**src/sv/msep_pkg.sv**
```systemverilog
package msep_pkg;

  localparam int BYTE_W  = 8;
  localparam int KIND_W  = 3;
  localparam int DELAY_W = 28;
  localparam int VALUE_W = 26;
  localparam int CNT_W   = 9;
  localparam int TEMPO_W = 24;
  localparam int DIVD_W  = 26;

  localparam logic [KIND_W-1:0] EV_START     = 3'd0;
  localparam logic [KIND_W-1:0] EV_TICKS     = 3'd1;
  localparam logic [KIND_W-1:0] EV_NOTE      = 3'd2;
  localparam logic [KIND_W-1:0] EV_TRACK_END = 3'd3;
  localparam logic [KIND_W-1:0] EV_TEMPO     = 3'd4;
  localparam logic [KIND_W-1:0] EV_VOLUME    = 3'd5;
  localparam logic [KIND_W-1:0] EV_NO_STATUS = 3'd6;
  localparam logic [KIND_W-1:0] EV_ZERO_TEMPO = 3'd7;

  localparam logic [1:0] PH_IDLE      = 2'd0;
  localparam logic [1:0] PH_FILE      = 2'd1;
  localparam logic [1:0] PH_TRACK_HDR = 2'd2;
  localparam logic [1:0] PH_TRACK     = 2'd3;

  localparam logic [31:0] FILE_TAG     = 32'h4D546864;
  localparam logic [DIVD_W-1:0] US_PER_MIN = 26'd60000000;
  localparam logic [7:0] META_EOT      = 8'h2F;
  localparam logic [7:0] META_TEMPO    = 8'h51;
  localparam logic [7:0] SYSEX_END     = 8'hF7;

  // Controller -> datapath commands
  typedef struct packed {
    logic load;      // take byte, run step logic
    logic div_start; // seed divider
    logic div_step;  // one restoring-division step
    logic emit;      // load output register
  } msep_cmd_t;

  // Datapath -> controller status
  typedef struct packed {
    logic has_result;
    logic need_div;
    logic div_last;
  } msep_stat_t;

endpackage

```
**src/sv/msep_ctrl.sv**
```systemverilog
module msep_ctrl (
  input  logic                clk,
  input  logic                rst,
  input  logic                in_valid,
  output logic                in_ready,
  input  logic                out_ready,
  output logic                out_valid,
  input  msep_pkg::msep_stat_t stat,
  output msep_pkg::msep_cmd_t  cmd
);
  import msep_pkg::*;

  localparam logic [1:0] S_IDLE = 2'd0;
  localparam logic [1:0] S_DIV  = 2'd1;
  localparam logic [1:0] S_OUT  = 2'd2;

  logic [1:0] state, state_next;
  logic       out_valid_next;
  logic       take;

  assign in_ready = (state == S_IDLE) && (!out_valid || out_ready);
  assign take     = in_valid && in_ready;

  always_comb begin
    state_next     = state;
    out_valid_next = out_valid && !out_ready;
    cmd            = '0;
    unique case (state)
      S_IDLE: begin
        if (take) begin
          cmd.load = 1'b1;
          if (stat.need_div) begin
            cmd.div_start = 1'b1;
            state_next    = S_DIV;
          end else if (stat.has_result) begin
            cmd.emit       = 1'b1;
            out_valid_next = 1'b1;
          end
        end
      end
      S_DIV: begin
        cmd.div_step = 1'b1;
        if (stat.div_last) state_next = S_OUT;
      end
      S_OUT: begin
        if (!out_valid) begin
          cmd.emit       = 1'b1;
          out_valid_next = 1'b1;
          state_next     = S_IDLE;
        end
      end
      default: state_next = S_IDLE;
    endcase
  end

  always_ff @(posedge clk) begin
    if (rst) begin
      state     <= S_IDLE;
      out_valid <= 1'b0;
    end else begin
      state     <= state_next;
      out_valid <= out_valid_next;
    end
  end

  a_no_take_busy: assert property (@(posedge clk) disable iff (rst)
    state != S_IDLE |-> !in_ready) else $error("input taken while busy");
  a_div_to_out: assert property (@(posedge clk) disable iff (rst)
    (state == S_DIV && stat.div_last) |=> state == S_OUT) else $error("divider exit");
  a_emit_valid: assert property (@(posedge clk) disable iff (rst)
    cmd.emit |=> out_valid) else $error("emit lost");
endmodule

```
**src/sv/msep_dp.sv**
```systemverilog
module msep_dp (
  input  logic                        clk,
  input  logic                        rst,
  input  logic [msep_pkg::BYTE_W-1:0] data_byte,
  input  msep_pkg::msep_cmd_t         cmd,
  output msep_pkg::msep_stat_t        stat,
  output logic [msep_pkg::KIND_W-1:0]  event_kind,
  output logic [msep_pkg::DELAY_W-1:0] delta_time,
  output logic [7:0]                  status_code,
  output logic [7:0]                  first_arg,
  output logic [7:0]                  second_arg,
  output logic [msep_pkg::VALUE_W-1:0] value_word
);
  import msep_pkg::*;

  // architectural parser state
  logic [31:0]        byte_history, byte_history_next;
  logic [1:0]         parse_phase, parse_phase_next;
  logic [DELAY_W-1:0] delay_accum, delay_accum_next;
  logic [7:0]         current_status, current_status_next;
  logic [7:0]         running_status, running_status_next;
  logic [CNT_W-1:0]   arg_counter, arg_counter_next;
  logic [7:0]         meta_kind, meta_kind_next;
  logic [7:0]         meta_len, meta_len_next;
  logic               expect_delay, expect_delay_next;
  logic               expect_status, expect_status_next;

  // step result
  logic               res;
  logic               div_req;
  logic [KIND_W-1:0]  r_kind;
  logic [DELAY_W-1:0] r_dt;
  logic [7:0]         r_st, r_a1, r_a2;
  logic [VALUE_W-1:0] r_val;
  logic [TEMPO_W-1:0] r_tempo;

  logic [31:0]        h;
  logic [7:0]         st_sel;
  logic               go;
  logic [DELAY_W-1:0] acc_or;

  always_comb begin
    h                   = {byte_history[23:0], data_byte};
    acc_or              = delay_accum | DELAY_W'(data_byte[6:0]);
    byte_history_next   = h;
    parse_phase_next    = parse_phase;
    delay_accum_next    = delay_accum;
    current_status_next = current_status;
    running_status_next = running_status;
    arg_counter_next    = arg_counter;
    meta_kind_next      = meta_kind;
    meta_len_next       = meta_len;
    expect_delay_next   = expect_delay;
    expect_status_next  = expect_status;
    res = 1'b0; div_req = 1'b0;
    r_kind = EV_START; r_dt = '0; r_st = '0; r_a1 = '0; r_a2 = '0; r_val = '0;
    r_tempo = h[TEMPO_W-1:0];
    st_sel = current_status;
    go = 1'b1;
    unique case (parse_phase)
      PH_FILE: begin
        arg_counter_next = arg_counter + 1'b1;
        if (arg_counter_next == CNT_W'(10)) begin
          parse_phase_next  = PH_TRACK_HDR;
          arg_counter_next  = '0;
          expect_delay_next = 1'b1;
          res = 1'b1; r_kind = EV_TICKS; r_val = VALUE_W'(h[15:0]);
        end
      end
      PH_TRACK_HDR: begin
        arg_counter_next = arg_counter + 1'b1;
        if (arg_counter_next == CNT_W'(8)) begin
          parse_phase_next  = PH_TRACK;
          arg_counter_next  = '0;
          expect_delay_next = 1'b1;
        end
      end
      PH_TRACK: begin
        if (expect_delay) begin
          if (data_byte[7]) begin
            delay_accum_next = {acc_or[DELAY_W-8:0], 7'b0};
          end else begin
            delay_accum_next    = acc_or;
            expect_delay_next   = 1'b0;
            byte_history_next   = '0;
            current_status_next = '0;
            expect_status_next  = 1'b1;
          end
          go = 1'b0;
        end else if (expect_status) begin
          arg_counter_next  = '0;
          byte_history_next = '0;
          if (data_byte[7]) begin
            st_sel = data_byte;
          end else if (running_status != 8'h00) begin
            st_sel = running_status;
            byte_history_next = {24'h0, data_byte};
            arg_counter_next  = CNT_W'(1);
          end else begin
            res = 1'b1; r_kind = EV_NO_STATUS;
            go = 1'b0;
          end
          if (go) begin
            if (st_sel[7:4] != 4'hF) st_sel = {st_sel[7:4], 4'h0};
            expect_status_next  = 1'b0;
            running_status_next = st_sel;
            current_status_next = st_sel;
          end
        end else begin
          arg_counter_next = arg_counter + 1'b1;
        end
        if (go) begin
          unique case (st_sel)
            8'h80, 8'h90, 8'hA0, 8'hB0, 8'hE0: begin
              if (arg_counter_next == CNT_W'(2)) begin
                res = 1'b1; r_kind = EV_NOTE; r_dt = delay_accum; r_st = st_sel;
                r_a1 = byte_history_next[15:8]; r_a2 = byte_history_next[7:0];
                expect_delay_next = 1'b1; delay_accum_next = '0;
                byte_history_next = '0;
              end
            end
            8'hC0, 8'hD0: begin
              if (arg_counter_next == CNT_W'(1)) begin
                expect_delay_next = 1'b1; delay_accum_next = '0;
                byte_history_next = '0;
              end
            end
            8'hFF: begin
              logic [7:0] mk, ml;
              mk = meta_kind; ml = meta_len;
              if (arg_counter_next == CNT_W'(1)) mk = data_byte;
              if (arg_counter_next == CNT_W'(2)) ml = data_byte;
              meta_kind_next = mk; meta_len_next = ml;
              r_tempo = byte_history_next[TEMPO_W-1:0];
              if (arg_counter_next >= CNT_W'(2) &&
                  (arg_counter_next - CNT_W'(2)) == {1'b0, ml}) begin
                expect_delay_next = 1'b1; delay_accum_next = '0;
                byte_history_next = '0;
                if (mk == META_EOT) begin
                  parse_phase_next = PH_IDLE; running_status_next = '0;
                  res = 1'b1; r_kind = EV_TRACK_END;
                end else if (mk == META_TEMPO) begin
                  res = 1'b1;
                  if (r_tempo == '0) r_kind = EV_ZERO_TEMPO;
                  else begin
                    r_kind = EV_TEMPO; div_req = 1'b1;
                  end
                end
              end
            end
            8'hF0, 8'hF7: begin
              if (data_byte == SYSEX_END) begin
                expect_delay_next = 1'b1; delay_accum_next = '0;
              end
            end
            default: ;
          endcase
        end
      end
      default: begin
        if (h == FILE_TAG) begin
          parse_phase_next = PH_FILE; arg_counter_next = '0;
          byte_history_next = '0; delay_accum_next = '0;
          expect_delay_next = 1'b1; running_status_next = '0;
          expect_status_next = 1'b0;
          res = 1'b1; r_kind = EV_START;
        end else if (h[23:16] == 8'h80 || h[23:16] == 8'h90) begin
          byte_history_next = '0;
          res = 1'b1; r_kind = EV_NOTE;
          r_st = h[23:16]; r_a1 = h[15:8]; r_a2 = h[7:0];
        end else if (h[23:8] == 16'hF004) begin
          byte_history_next = '0;
          res = 1'b1; r_kind = EV_VOLUME; r_a2 = h[7:0];
        end
      end
    endcase
  end

  always_ff @(posedge clk) begin
    if (rst) begin
      byte_history <= '0; parse_phase <= PH_IDLE; delay_accum <= '0;
      current_status <= '0; running_status <= '0; arg_counter <= '0;
      meta_kind <= '0; meta_len <= '0; expect_delay <= 1'b0;
      expect_status <= 1'b0;
    end else if (cmd.load) begin
      byte_history <= byte_history_next; parse_phase <= parse_phase_next;
      delay_accum <= delay_accum_next; current_status <= current_status_next;
      running_status <= running_status_next; arg_counter <= arg_counter_next;
      meta_kind <= meta_kind_next; meta_len <= meta_len_next;
      expect_delay <= expect_delay_next; expect_status <= expect_status_next;
    end
  end

  // Restoring divider: one quotient bit per cycle
  logic [DIVD_W-1:0]  quo;
  logic [TEMPO_W:0]   rem;
  logic [TEMPO_W-1:0] dvs;
  logic [4:0]         div_cnt;
  logic [TEMPO_W:0]   rem_sh;
  logic [TEMPO_W+1:0] rem_diff;

  assign rem_sh   = {rem[TEMPO_W-1:0], quo[DIVD_W-1]};
  assign rem_diff = {1'b0, rem_sh} - {2'b0, dvs};

  always_ff @(posedge clk) begin
    if (cmd.div_start) begin
      quo <= US_PER_MIN; rem <= '0; dvs <= r_tempo;
      div_cnt <= 5'(DIVD_W - 1);
    end else if (cmd.div_step) begin
      if (!rem_diff[TEMPO_W+1]) begin
        rem <= rem_diff[TEMPO_W:0];
        quo <= {quo[DIVD_W-2:0], 1'b1};
      end else begin
        rem <= rem_sh;
        quo <= {quo[DIVD_W-2:0], 1'b0};
      end
      div_cnt <= div_cnt - 1'b1;
    end
  end

  // held result fields while dividing
  logic [KIND_W-1:0] h_kind;
  logic              from_div;
  always_ff @(posedge clk) begin
    if (rst) from_div <= 1'b0;
    else if (cmd.load) from_div <= div_req;
    if (cmd.load) h_kind <= r_kind;
  end

  assign stat.has_result = res;
  assign stat.need_div   = div_req;
  assign stat.div_last   = (div_cnt == '0);

  always_ff @(posedge clk) begin
    if (cmd.emit) begin
      if (cmd.load) begin
        event_kind <= r_kind; delta_time <= r_dt; status_code <= r_st;
        first_arg <= r_a1; second_arg <= r_a2; value_word <= r_val;
      end else begin
        event_kind <= h_kind; delta_time <= '0; status_code <= '0;
        first_arg <= '0; second_arg <= '0; value_word <= quo;
      end
    end
  end

  a_div_kind: assert property (@(posedge clk) disable iff (rst)
    cmd.div_start |-> r_kind == EV_TEMPO) else $error("divide for non-tempo");
  a_div_nonzero: assert property (@(posedge clk) disable iff (rst)
    cmd.div_start |-> r_tempo != '0) else $error("divide by zero");
  a_emit_src: assert property (@(posedge clk) disable iff (rst)
    (cmd.emit && !cmd.load) |-> from_div) else $error("late emit without divide");
endmodule

```
**src/sv/midi_stream_event_parser.sv**
```systemverilog
// MIDI byte-stream event parser. One byte per request on data_byte; each
// byte yields zero or one event request on the output channel. Outside a
// file it recognizes the "MThd" tag and raw live note on/off and volume
// commands; inside a file it walks the header, track header and track
// events (delta time, running status, channel events, end of track, tempo).
// Most bytes need no extra work: the event is in the output register right
// after the accepting edge, and the input is ready again as soon as the
// output register can accept. A tempo meta event runs a restoring divider
// (60,000,000 / tempo) one quotient bit per cycle, then loads the output
// register, later if the output is still held. Reset clears all parser
// state; no clearing pass.
module midi_stream_event_parser (
  input  logic                         clk,
  input  logic                         rst,
  input  logic                         in_valid,
  output logic                         in_ready,
  input  logic [msep_pkg::BYTE_W-1:0]  data_byte,
  output logic                         out_valid,
  input  logic                         out_ready,
  output logic [msep_pkg::KIND_W-1:0]  event_kind,
  output logic [msep_pkg::DELAY_W-1:0] delta_time,
  output logic [7:0]                   status_code,
  output logic [7:0]                   first_arg,
  output logic [7:0]                   second_arg,
  output logic [msep_pkg::VALUE_W-1:0] value_word
);
  import msep_pkg::*;

  msep_cmd_t  cmd;
  msep_stat_t stat;

  // sequencing: accept, divide, present
  msep_ctrl u_ctrl (
    .clk(clk), .rst(rst), .in_valid(in_valid), .in_ready(in_ready),
    .out_ready(out_ready), .out_valid(out_valid), .stat(stat), .cmd(cmd)
  );

  // parser state, divider and output register
  msep_dp u_dp (
    .clk(clk), .rst(rst), .data_byte(data_byte), .cmd(cmd), .stat(stat),
    .event_kind(event_kind), .delta_time(delta_time),
    .status_code(status_code), .first_arg(first_arg),
    .second_arg(second_arg), .value_word(value_word)
  );
endmodule

```
**config.mk**
```make
export PLATFORM = sky130hd
export DESIGN_NAME = midi_stream_event_parser
export DESIGN_NICKNAME = d
export VERILOG_FILES = /design/src/sv/msep_pkg.sv /design/src/sv/msep_ctrl.sv /design/src/sv/msep_dp.sv /design/src/sv/midi_stream_event_parser.sv
export SDC_FILE = /design/constraint.sdc
export NUM_CORES = 1
export LEC_CHECK = 0
export BUFFER_PORTS_ARGS = -buffer_cell sky130_fd_sc_hd__buf_2
export CAP_MARGIN = 10
export CORE_ASPECT_RATIO = 1.25
export CORE_MARGIN = 4
export CORE_UTILIZATION = 40
export CTS_CLUSTER_SIZE = 30
export DETAILED_ROUTE_END_ITERATION = 8
export GPL_ROUTABILITY_DRIVEN = 1
export GPL_TIMING_DRIVEN = 1
export PLACE_DENSITY = 0.61
export SLEW_MARGIN = 15
export SYNTH_ARGS = -nofsm -noshare
export SYNTH_HDL_FRONTEND = slang
export SYNTH_SLANG_ARGS = --single-unit
```
**constraint.sdc**
```tcl
create_clock -name clk -period 7.1 [get_ports clk]
set_input_delay 0.71 -clock clk [delete_from_list [all_inputs] [get_ports clk]]
set_output_delay 0.71 -clock clk [all_outputs]
set_load 0.02 [all_outputs]
```
Word-level counts from Yosys, hierarchy flattened
Cells that the tools add are included.
Widths: inputs -> output; s select.
{"block": "word_totals", "register_bits": 263, "in_bits": 12, "output_inout_bits": 83, "word_cells": 283}
{"block": "op_classes", "n_addsub": 4, "order_cmp": 1, "n_eq_ne": 40, "n_mux": 184, "bitwise": 2, "n_reduce_logical": 29}
{"cell": "$mux 24", "count": 15}
{"cell": "$mux 8", "count": 44}
{"cell": "$mux 28", "count": 8}
{"cell": "$pmux 28 s4", "count": 1}
{"cell": "$eq 8x8->1 const B", "count": 13}
{"cell": "$pmux 24 s3", "count": 1}
{"cell": "$pmux 8 s2", "count": 4}
{"cell": "$mux 9", "count": 7}
{"cell": "$mux 1", "count": 56}
{"cell": "$pmux 28 s2", "count": 1}
{"cell": "$mux 26", "count": 2}
{"cell": "$pmux 24 s2", "count": 1}
{"cell": "$mux 3", "count": 13}
{"cell": "$eq 32x31->1 const B", "count": 1}
{"cell": "$mux 2", "count": 14}
{"cell": "$or 28x7->28", "count": 1}
{"cell": "$pmux 9 s3", "count": 1}
{"cell": "$sub 25x24->26", "count": 1}
{"cell": "$logic_not 24->1", "count": 1}
{"cell": "$eq 9x4->1 const B", "count": 2}
{"cell": "$eq 16x16->1 const B", "count": 1}
{"cell": "$mux 16", "count": 1}
{"cell": "$reduce_and 4->1", "count": 4}
{"cell": "$mux 7", "count": 2}
{"cell": "37 further kinds", "count": 65}

Depth between registers and ports, before layout
{"block": "logic_depth", "depth_word": 27, "mapped_depth": 17, "mapped_depth_nobuf": 16}

By module
From an unflattened synthesis, not the netlist that was laid out.
{"block": "hier_totals", "cells_unflattened": 1475, "hier_area_um2": 13683.1}
{"module": "msep_dp", "n_inst": 1, "cells_each": 1454, "area_per_inst_um2": 13511.7, "seq_area_each_um2": 6256.0}
{"module": "msep_ctrl", "n_inst": 1, "cells_each": 21, "area_per_inst_um2": 171.4, "seq_area_each_um2": 60.1}

Worst setup path before layout
OpenSTA, ideal clock, no wires.
{"block": "synth_path", "path_type": "register to register", "startpoint": "register u_dp.arg_counter[1]", "endpoint": "register u_dp.delta_time[0] in the netlist's numbering, enable pin", "setup_ns": 0.569, "arrival_ns": 7.107, "t_required_ns": 6.531, "slack_ns": -0.576, "path_stages_with_launch": 15, "path_buffers": 1, "period_less_slack_ns": 7.676, "path_cell_list": "dfxtp_1 -> ha_1 -> clkbuf_1 -> nor2b_1 -> o21bai_1 -> and2_1 -> ha_1 -> and3_1 -> a2111oi_0 -> a2111o_1 -> a2111oi_4 -> nand3_4 -> o211ai_1 -> nand2_1 -> a31oi_1"}
{"element": "from (decl)", "line_no": "msep_dp.sv:22", "rtl": "logic [CNT_W-1:0] arg_counter, arg_counter_next;"}
{"element": "from (signal assigned)", "line_no": "msep_dp.sv:188", "rtl": "running_status <= running_status_next; arg_counter <= arg_counter_next;"}
{"element": "to (signal assigned)", "line_no": "msep_dp.sv:237", "rtl": "event_kind <= r_kind; delta_time <= r_dt; status_code <= r_st;"}
{"element": "to (decl)", "line_no": "msep_dp.sv:8", "rtl": "output logic [msep_pkg::DELAY_W-1:0] delta_time,"}

Worst setup path in the final report
{"block": "layout_path", "startpoint": "register u_dp.arg_counter[0]", "endpoint": "register u_dp.rem[8]"}
{"block": "layout_via", "elab_chain_len": 19, "word_cells_on_any_way": 29, "cone_classes": "2 x add/sub; 1 x order compare; 5 x eq/ne; 20 x mux; 1 x reduce/logical"}
{"element": "$add 9x1->9", "line_no": "msep_dp.sv:110", "rtl": "arg_counter_next = arg_counter + 1'b1;"}
{"element": "$mux 9", "line_no": "msep_dp.sv:90", "rtl": "end else if (expect_status) begin"}
{"element": "$mux 9 (*)", "line_no": "msep_dp.sv:79", "rtl": "if (expect_delay) begin"}
{"element": "$mux 9 (*)", "line_no": "msep_dp.sv:60", "rtl": "unique case (parse_phase)"}
{"element": "$eq 9x1->1", "line_no": "msep_dp.sv:131", "rtl": "if (arg_counter_next == CNT_W'(1)) mk = data_byte;"}
{"element": "$mux 8", "line_no": "msep_dp.sv:131"}
{"element": "$mux 8", "line_no": "msep_dp.sv:113", "rtl": "unique case (st_sel)"}
{"element": "$mux 8", "line_no": "msep_dp.sv:112", "rtl": "if (go) begin"}
{"element": "[3 not listed]"}
{"element": "$mux 1", "line_no": "msep_dp.sv:139", "rtl": "if (mk == META_EOT) begin"}
{"element": "$mux 1 (*)", "line_no": "msep_dp.sv:135", "rtl": "if (arg_counter_next >= CNT_W'(2) &&"}
{"element": "$mux 1 (*)", "line_no": "msep_dp.sv:113"}
{"element": "$mux 1 (*)", "line_no": "msep_dp.sv:112"}
{"element": "$mux 1 (*)", "line_no": "msep_dp.sv:60"}
{"element": "$mux 1 (*)", "line_no": "msep_ctrl.sv:32", "rtl": "if (stat.need_div) begin"}
{"element": "$mux 2 (*)", "line_no": "msep_ctrl.sv:30", "rtl": "if (take) begin"}
{"element": "$mux 2 (*)", "line_no": "msep_ctrl.sv:28", "rtl": "unique case (state)"}
{"element": "to (signal assigned)", "line_no": "msep_dp.sv:211", "rtl": "rem <= rem_diff[TEMPO_W:0];"}
{"element": "to (signal assigned)", "line_no": "msep_dp.sv:214", "rtl": "rem <= rem_sh;"}
{"element": "to (decl)", "line_no": "msep_dp.sv:196", "rtl": "logic [TEMPO_W:0] rem;"}
Mark *: on every way between the ends. The rest lies on a longest branch, timed or not. The select of a mux whose other input is x is not followed.
A chain may end at the register's enable or synchronous reset.

==> flow_metrics.tcl <==
set metrics [dict create \
    fp.dieArea_sq_um 35900 \
    path_delay_family "simple AND/OR/NAND/NOR gates" \
    yosys.area.top_type "dfxtp_1" \
    cts_sinks 263 \
    status "completed" \
    numCtsBuffers 27 \
    syn_avg_cell_area_sq_um 9.38 \
    ys_seq_elements 263 \
    hpwl_mm 23.5 \
    fin_skew_ns 0.0101 \
    cts_tree "built" \
    clock_path_buffers 3 \
    p_clk_share_pct 41.7 \
    clk_pin_slew_ns 0.06 \
    min_path_type "flip-flop to flip-flop" \
    syn2layout_area_growth_pct 12.9 \
    synthesis.instances 1404 \
    netSwitchingFraction_pct 24.8 \
    rows 74 \
    start_util_pct 40.4 \
    grt_pass1_vias 10034 \
    r2r_start "u_dp.arg_counter[0]" \
    core_area_sq_um 32600 \
    drc 0 \
    crit_chain "ha_1, nor2b_1, o21bai_1, and2_1, ha_1, and3_1, a2111oi_0, a2111o_1, a2111oi_4, nand3_4, nor3b_2, nand2_2, inv_2, buf_4, nor3_1" \
    die_h_um 211 \
    yosys_warnings 0 \
    ios 95 \
    power.switching_mw 0.839 \
    synth_area_leaders "dfxtp_1 24%, edfxtp_1 24%, nand2_1 4.3%" \
    synth_cell_types 85 \
    ir_worst_vdd_mv 0.227 \
    first_pass_iters 5 \
    slowest_stage "inv_2" \
    drive_gt1_share_pct 12.5 \
    cts-root-buf "clkbuf_16" \
    setup_tns_ns 0 \
    min_period_over_period_pct 72.9 \
    drtIter0Drc 692 \
    critPathRequiredTime_ns 7.53 \
    relSlewSlack_pct 25.4 \
    final-hold-violation-count 0 \
    rsz0062_at_grt "false" \
    arrival_ns 5.61 \
    ctsHoldBuffers 0 \
    setup_slack_ns 1.92 \
    grt_usage_pct 18.5 \
    pre_cts_ws_ns 1.94 \
    setup_violations 0 \
    worst_slew_pin_slew_ns 1.12 \
    p_comb_share_pct 9.1 \
    finalMaxSlewViolations 0 \
    grt_pass1_wl_mm 54.1 \
    port_buffers 94 \
    synth-seq-area-share_pct 48.0 \
    max_stage_delay_ns 0.77 \
    postCtsSetupBuffers 0 \
    end_kind "flip-flop" \
    cp-startpoint "u_dp.arg_counter[0]" \
    async_reset_ff_share_pct 0 \
    synth_edf_count 105 \
    critPathBufInv 2 \
    power.density_nw_per_um2 227 \
    cp_max_fo 49 \
    syn_area_sq_um 13200 \
    synth_top_area_share_pct 24.0 \
    post_cts_resize_count 0 \
    gr-total-overflow 0 \
    drv_cap 0 \
    min_from "u_dp.quo[20]" \
    routed_wirelength_mm 34.1 \
    place_congestion 0.864 \
    via_per_inst 5.62 \
    final_nets 1507 \
    synthFlopType "dfxtp_1" \
    crit_path_start_kind "flip-flop" \
    route.vias.total 10676 \
    crit_type "flip-flop to flip-flop" \
    fmax_mhz 193 \
    avgRoutedWirePerCell_um 18.0 \
    total_leakage_power_nw 5.85 \
    power_frac_seq_pct 49.1 \
    p_int_mw 2.54 \
    antenna_left 0 \
    antenna_found_initial 0 \
    grt_max_degree 75 \
    h-tree-depth 1 \
    min_period_ns 5.18 \
    clock_latency_ns 0.54 \
    antenna_cells 0 \
    die-width_um 170 \
    crit_top_cell "ha_1" \
]
==> path summary, 6_finish.rpt <==
check	to	slack [ns]	depth (start not counted)
setup reg to reg	u_dp.rem[8]	1.92	15
setup / recovery	u_dp.rem[8]	1.92	15
hold / removal	u_dp.quo[21]	0.47	2
hold reg to reg	u_dp.quo[21]	0.47	2
==> layer usage <==
metal  wire length, um  global-route usage (%)  up-vias  part of all wire, %
met5                 0                       0        -                    0
met4              1340                    7.33        0                  3.9
met3              1510                    2.34       73                  4.4
met2             16800                    31.6      265                   49
met1             14500                    23.8     5139                   43
li1                  -                       -     5199                    -
==> through the flow <==
| step | area [sq um] | hold WS [ns] | cells | utilization, % | total power, mW |
|---|---|---|---|---|---|
| 2_1_floorplan | 13200 | 0.425 | 1407 | - | 1.92 |
| 3_3_place_gp | 14000 | 0.451 | 1851 | 42.8 | 1.99 |
| 3_5_place_dp | 14000 | 0.446 | 1851 | 42.8 | 2.00 |
| 4_1_cts | 14900 | 0.466 | 1901 | 45.6 | 3.41 |
| 5_1_grt | 14900 | 0.485 | 1901 | 45.6 | 3.53 |
| 6_report | 14900 | 0.466 | 1901 | 45.6 | 3.38 |
==> power groups by stage <==
stage               registers [mW]  clock network [mW]  logic [mW]
global placement              1.69                   0       0.302
floorplan                     1.69                   0       0.230
detailed placement            1.69                   0       0.308
CTS                           1.66                1.44       0.309
finish                        1.66                1.41       0.309
global route                  1.67                1.52       0.346
==> kinds of logic (layout without fill, tap and decap cells) <==
logic type / count (synthesis) / in the layout / share of synthesized area (%)
simple gates: 583 / 583 / 22.4
compound gates: 331 / 331 / 17.7
flops: 263 / 263 / 48.0
buf+inv: 132 / 208 / 4.09
fa+ha+maj: 33 / 33 / 3.19
mux: 32 / 32 / 2.47
xor+xnor: 29 / 29 / 2.09
other cells: 1 / 4 / 0.0285
==> worst register-to-register path, stage by stage, from the launching register on <==
cell and delay, ns:
dfxtp_1 0.57, ha_1 0.40, nor2b_1 0.08, o21bai_1 0.20
and2_1 0.24, ha_1 0.31, and3_1 0.23, a2111oi_0 0.11
a2111o_1 0.45, a2111oi_4 0.49, nand3_4 0.20, nor3b_2 0.27
nand2_2 0.29, inv_2 0.77, buf_4 0.37, nor3_1 0.09
==> cell usage after synthesis (6+ instances only) <==
cell,count
nand4_1,13
o21ai_0,39
xor2_1,13
o21a_1,8
and3_1,13
and2_1,85
nor3_1,39
nand2_1,150
a21o_1,12
a31oi_1,9
or3_1,10
o22ai_1,11
mux2i_1,28
a211oi_1,33
dfxtp_1,158
clkbuf_1,61
edfxtp_1,105
o211ai_1,12
nand2b_1,14
nor2b_1,19
ha_1,32
a22oi_1,18
o31ai_1,13
a22o_1,49
nor4_1,17
nor3b_1,6
a21oi_1,80
nand3_1,46
nor2_1,128
xnor2_1,14
inv_1,51
or2_2,9
or4_1,9
buf_2,9
==> layout by cell type (no fill, tap or decap), types with 28 or more instances in the layout <==
cell type,instances
ha_1,32
a21oi_1,80
nand3_1,46
nor2_1,127
edfxtp_1,105
mux2i_1,28
a211oi_1,33
nor3_1,38
buf_2,94
clkbuf_16,28
inv_1,51
a22o_1,49
dfxtp_1,158
nand2_1,150
o21ai_0,39
and2_1,85
==> flip-flops by register name, indices dropped and copies added, names as in the netlist, 2 cells and up <==
signal / cells
u_dp.delay_accum: 28
u_dp.delta_time: 28
u_dp.quo: 26
u_dp.value_word: 26
u_dp.byte_history: 24
u_dp.dvs: 24
u_dp.rem: 24
u_dp.arg_counter: 9
u_dp.current_status: 8
u_dp.first_arg: 8
u_dp.meta_kind: 8
u_dp.meta_len: 8
u_dp.running_status: 8
u_dp.second_arg: 8
u_dp.status_code: 8
u_dp.div_cnt: 5
u_dp.event_kind: 3
u_dp.h_kind: 3
u_ctrl.state: 2
u_dp.parse_phase: 2
==> final cells by class <==
type | count | area (sq um)
Tap cell | 418 | 523
Sequential cell | 263 | 6320
Inverter | 53 | 199
Clock inverter | 14 | 119
Multi-Input combinational cell | 1012 | 6360
Clock buffer | 36 | 771
Timing Repair Buffer | 105 | 566
Fill cell | 3130 | 17700
No activity file was read; power rests on OpenSTA's default activity.
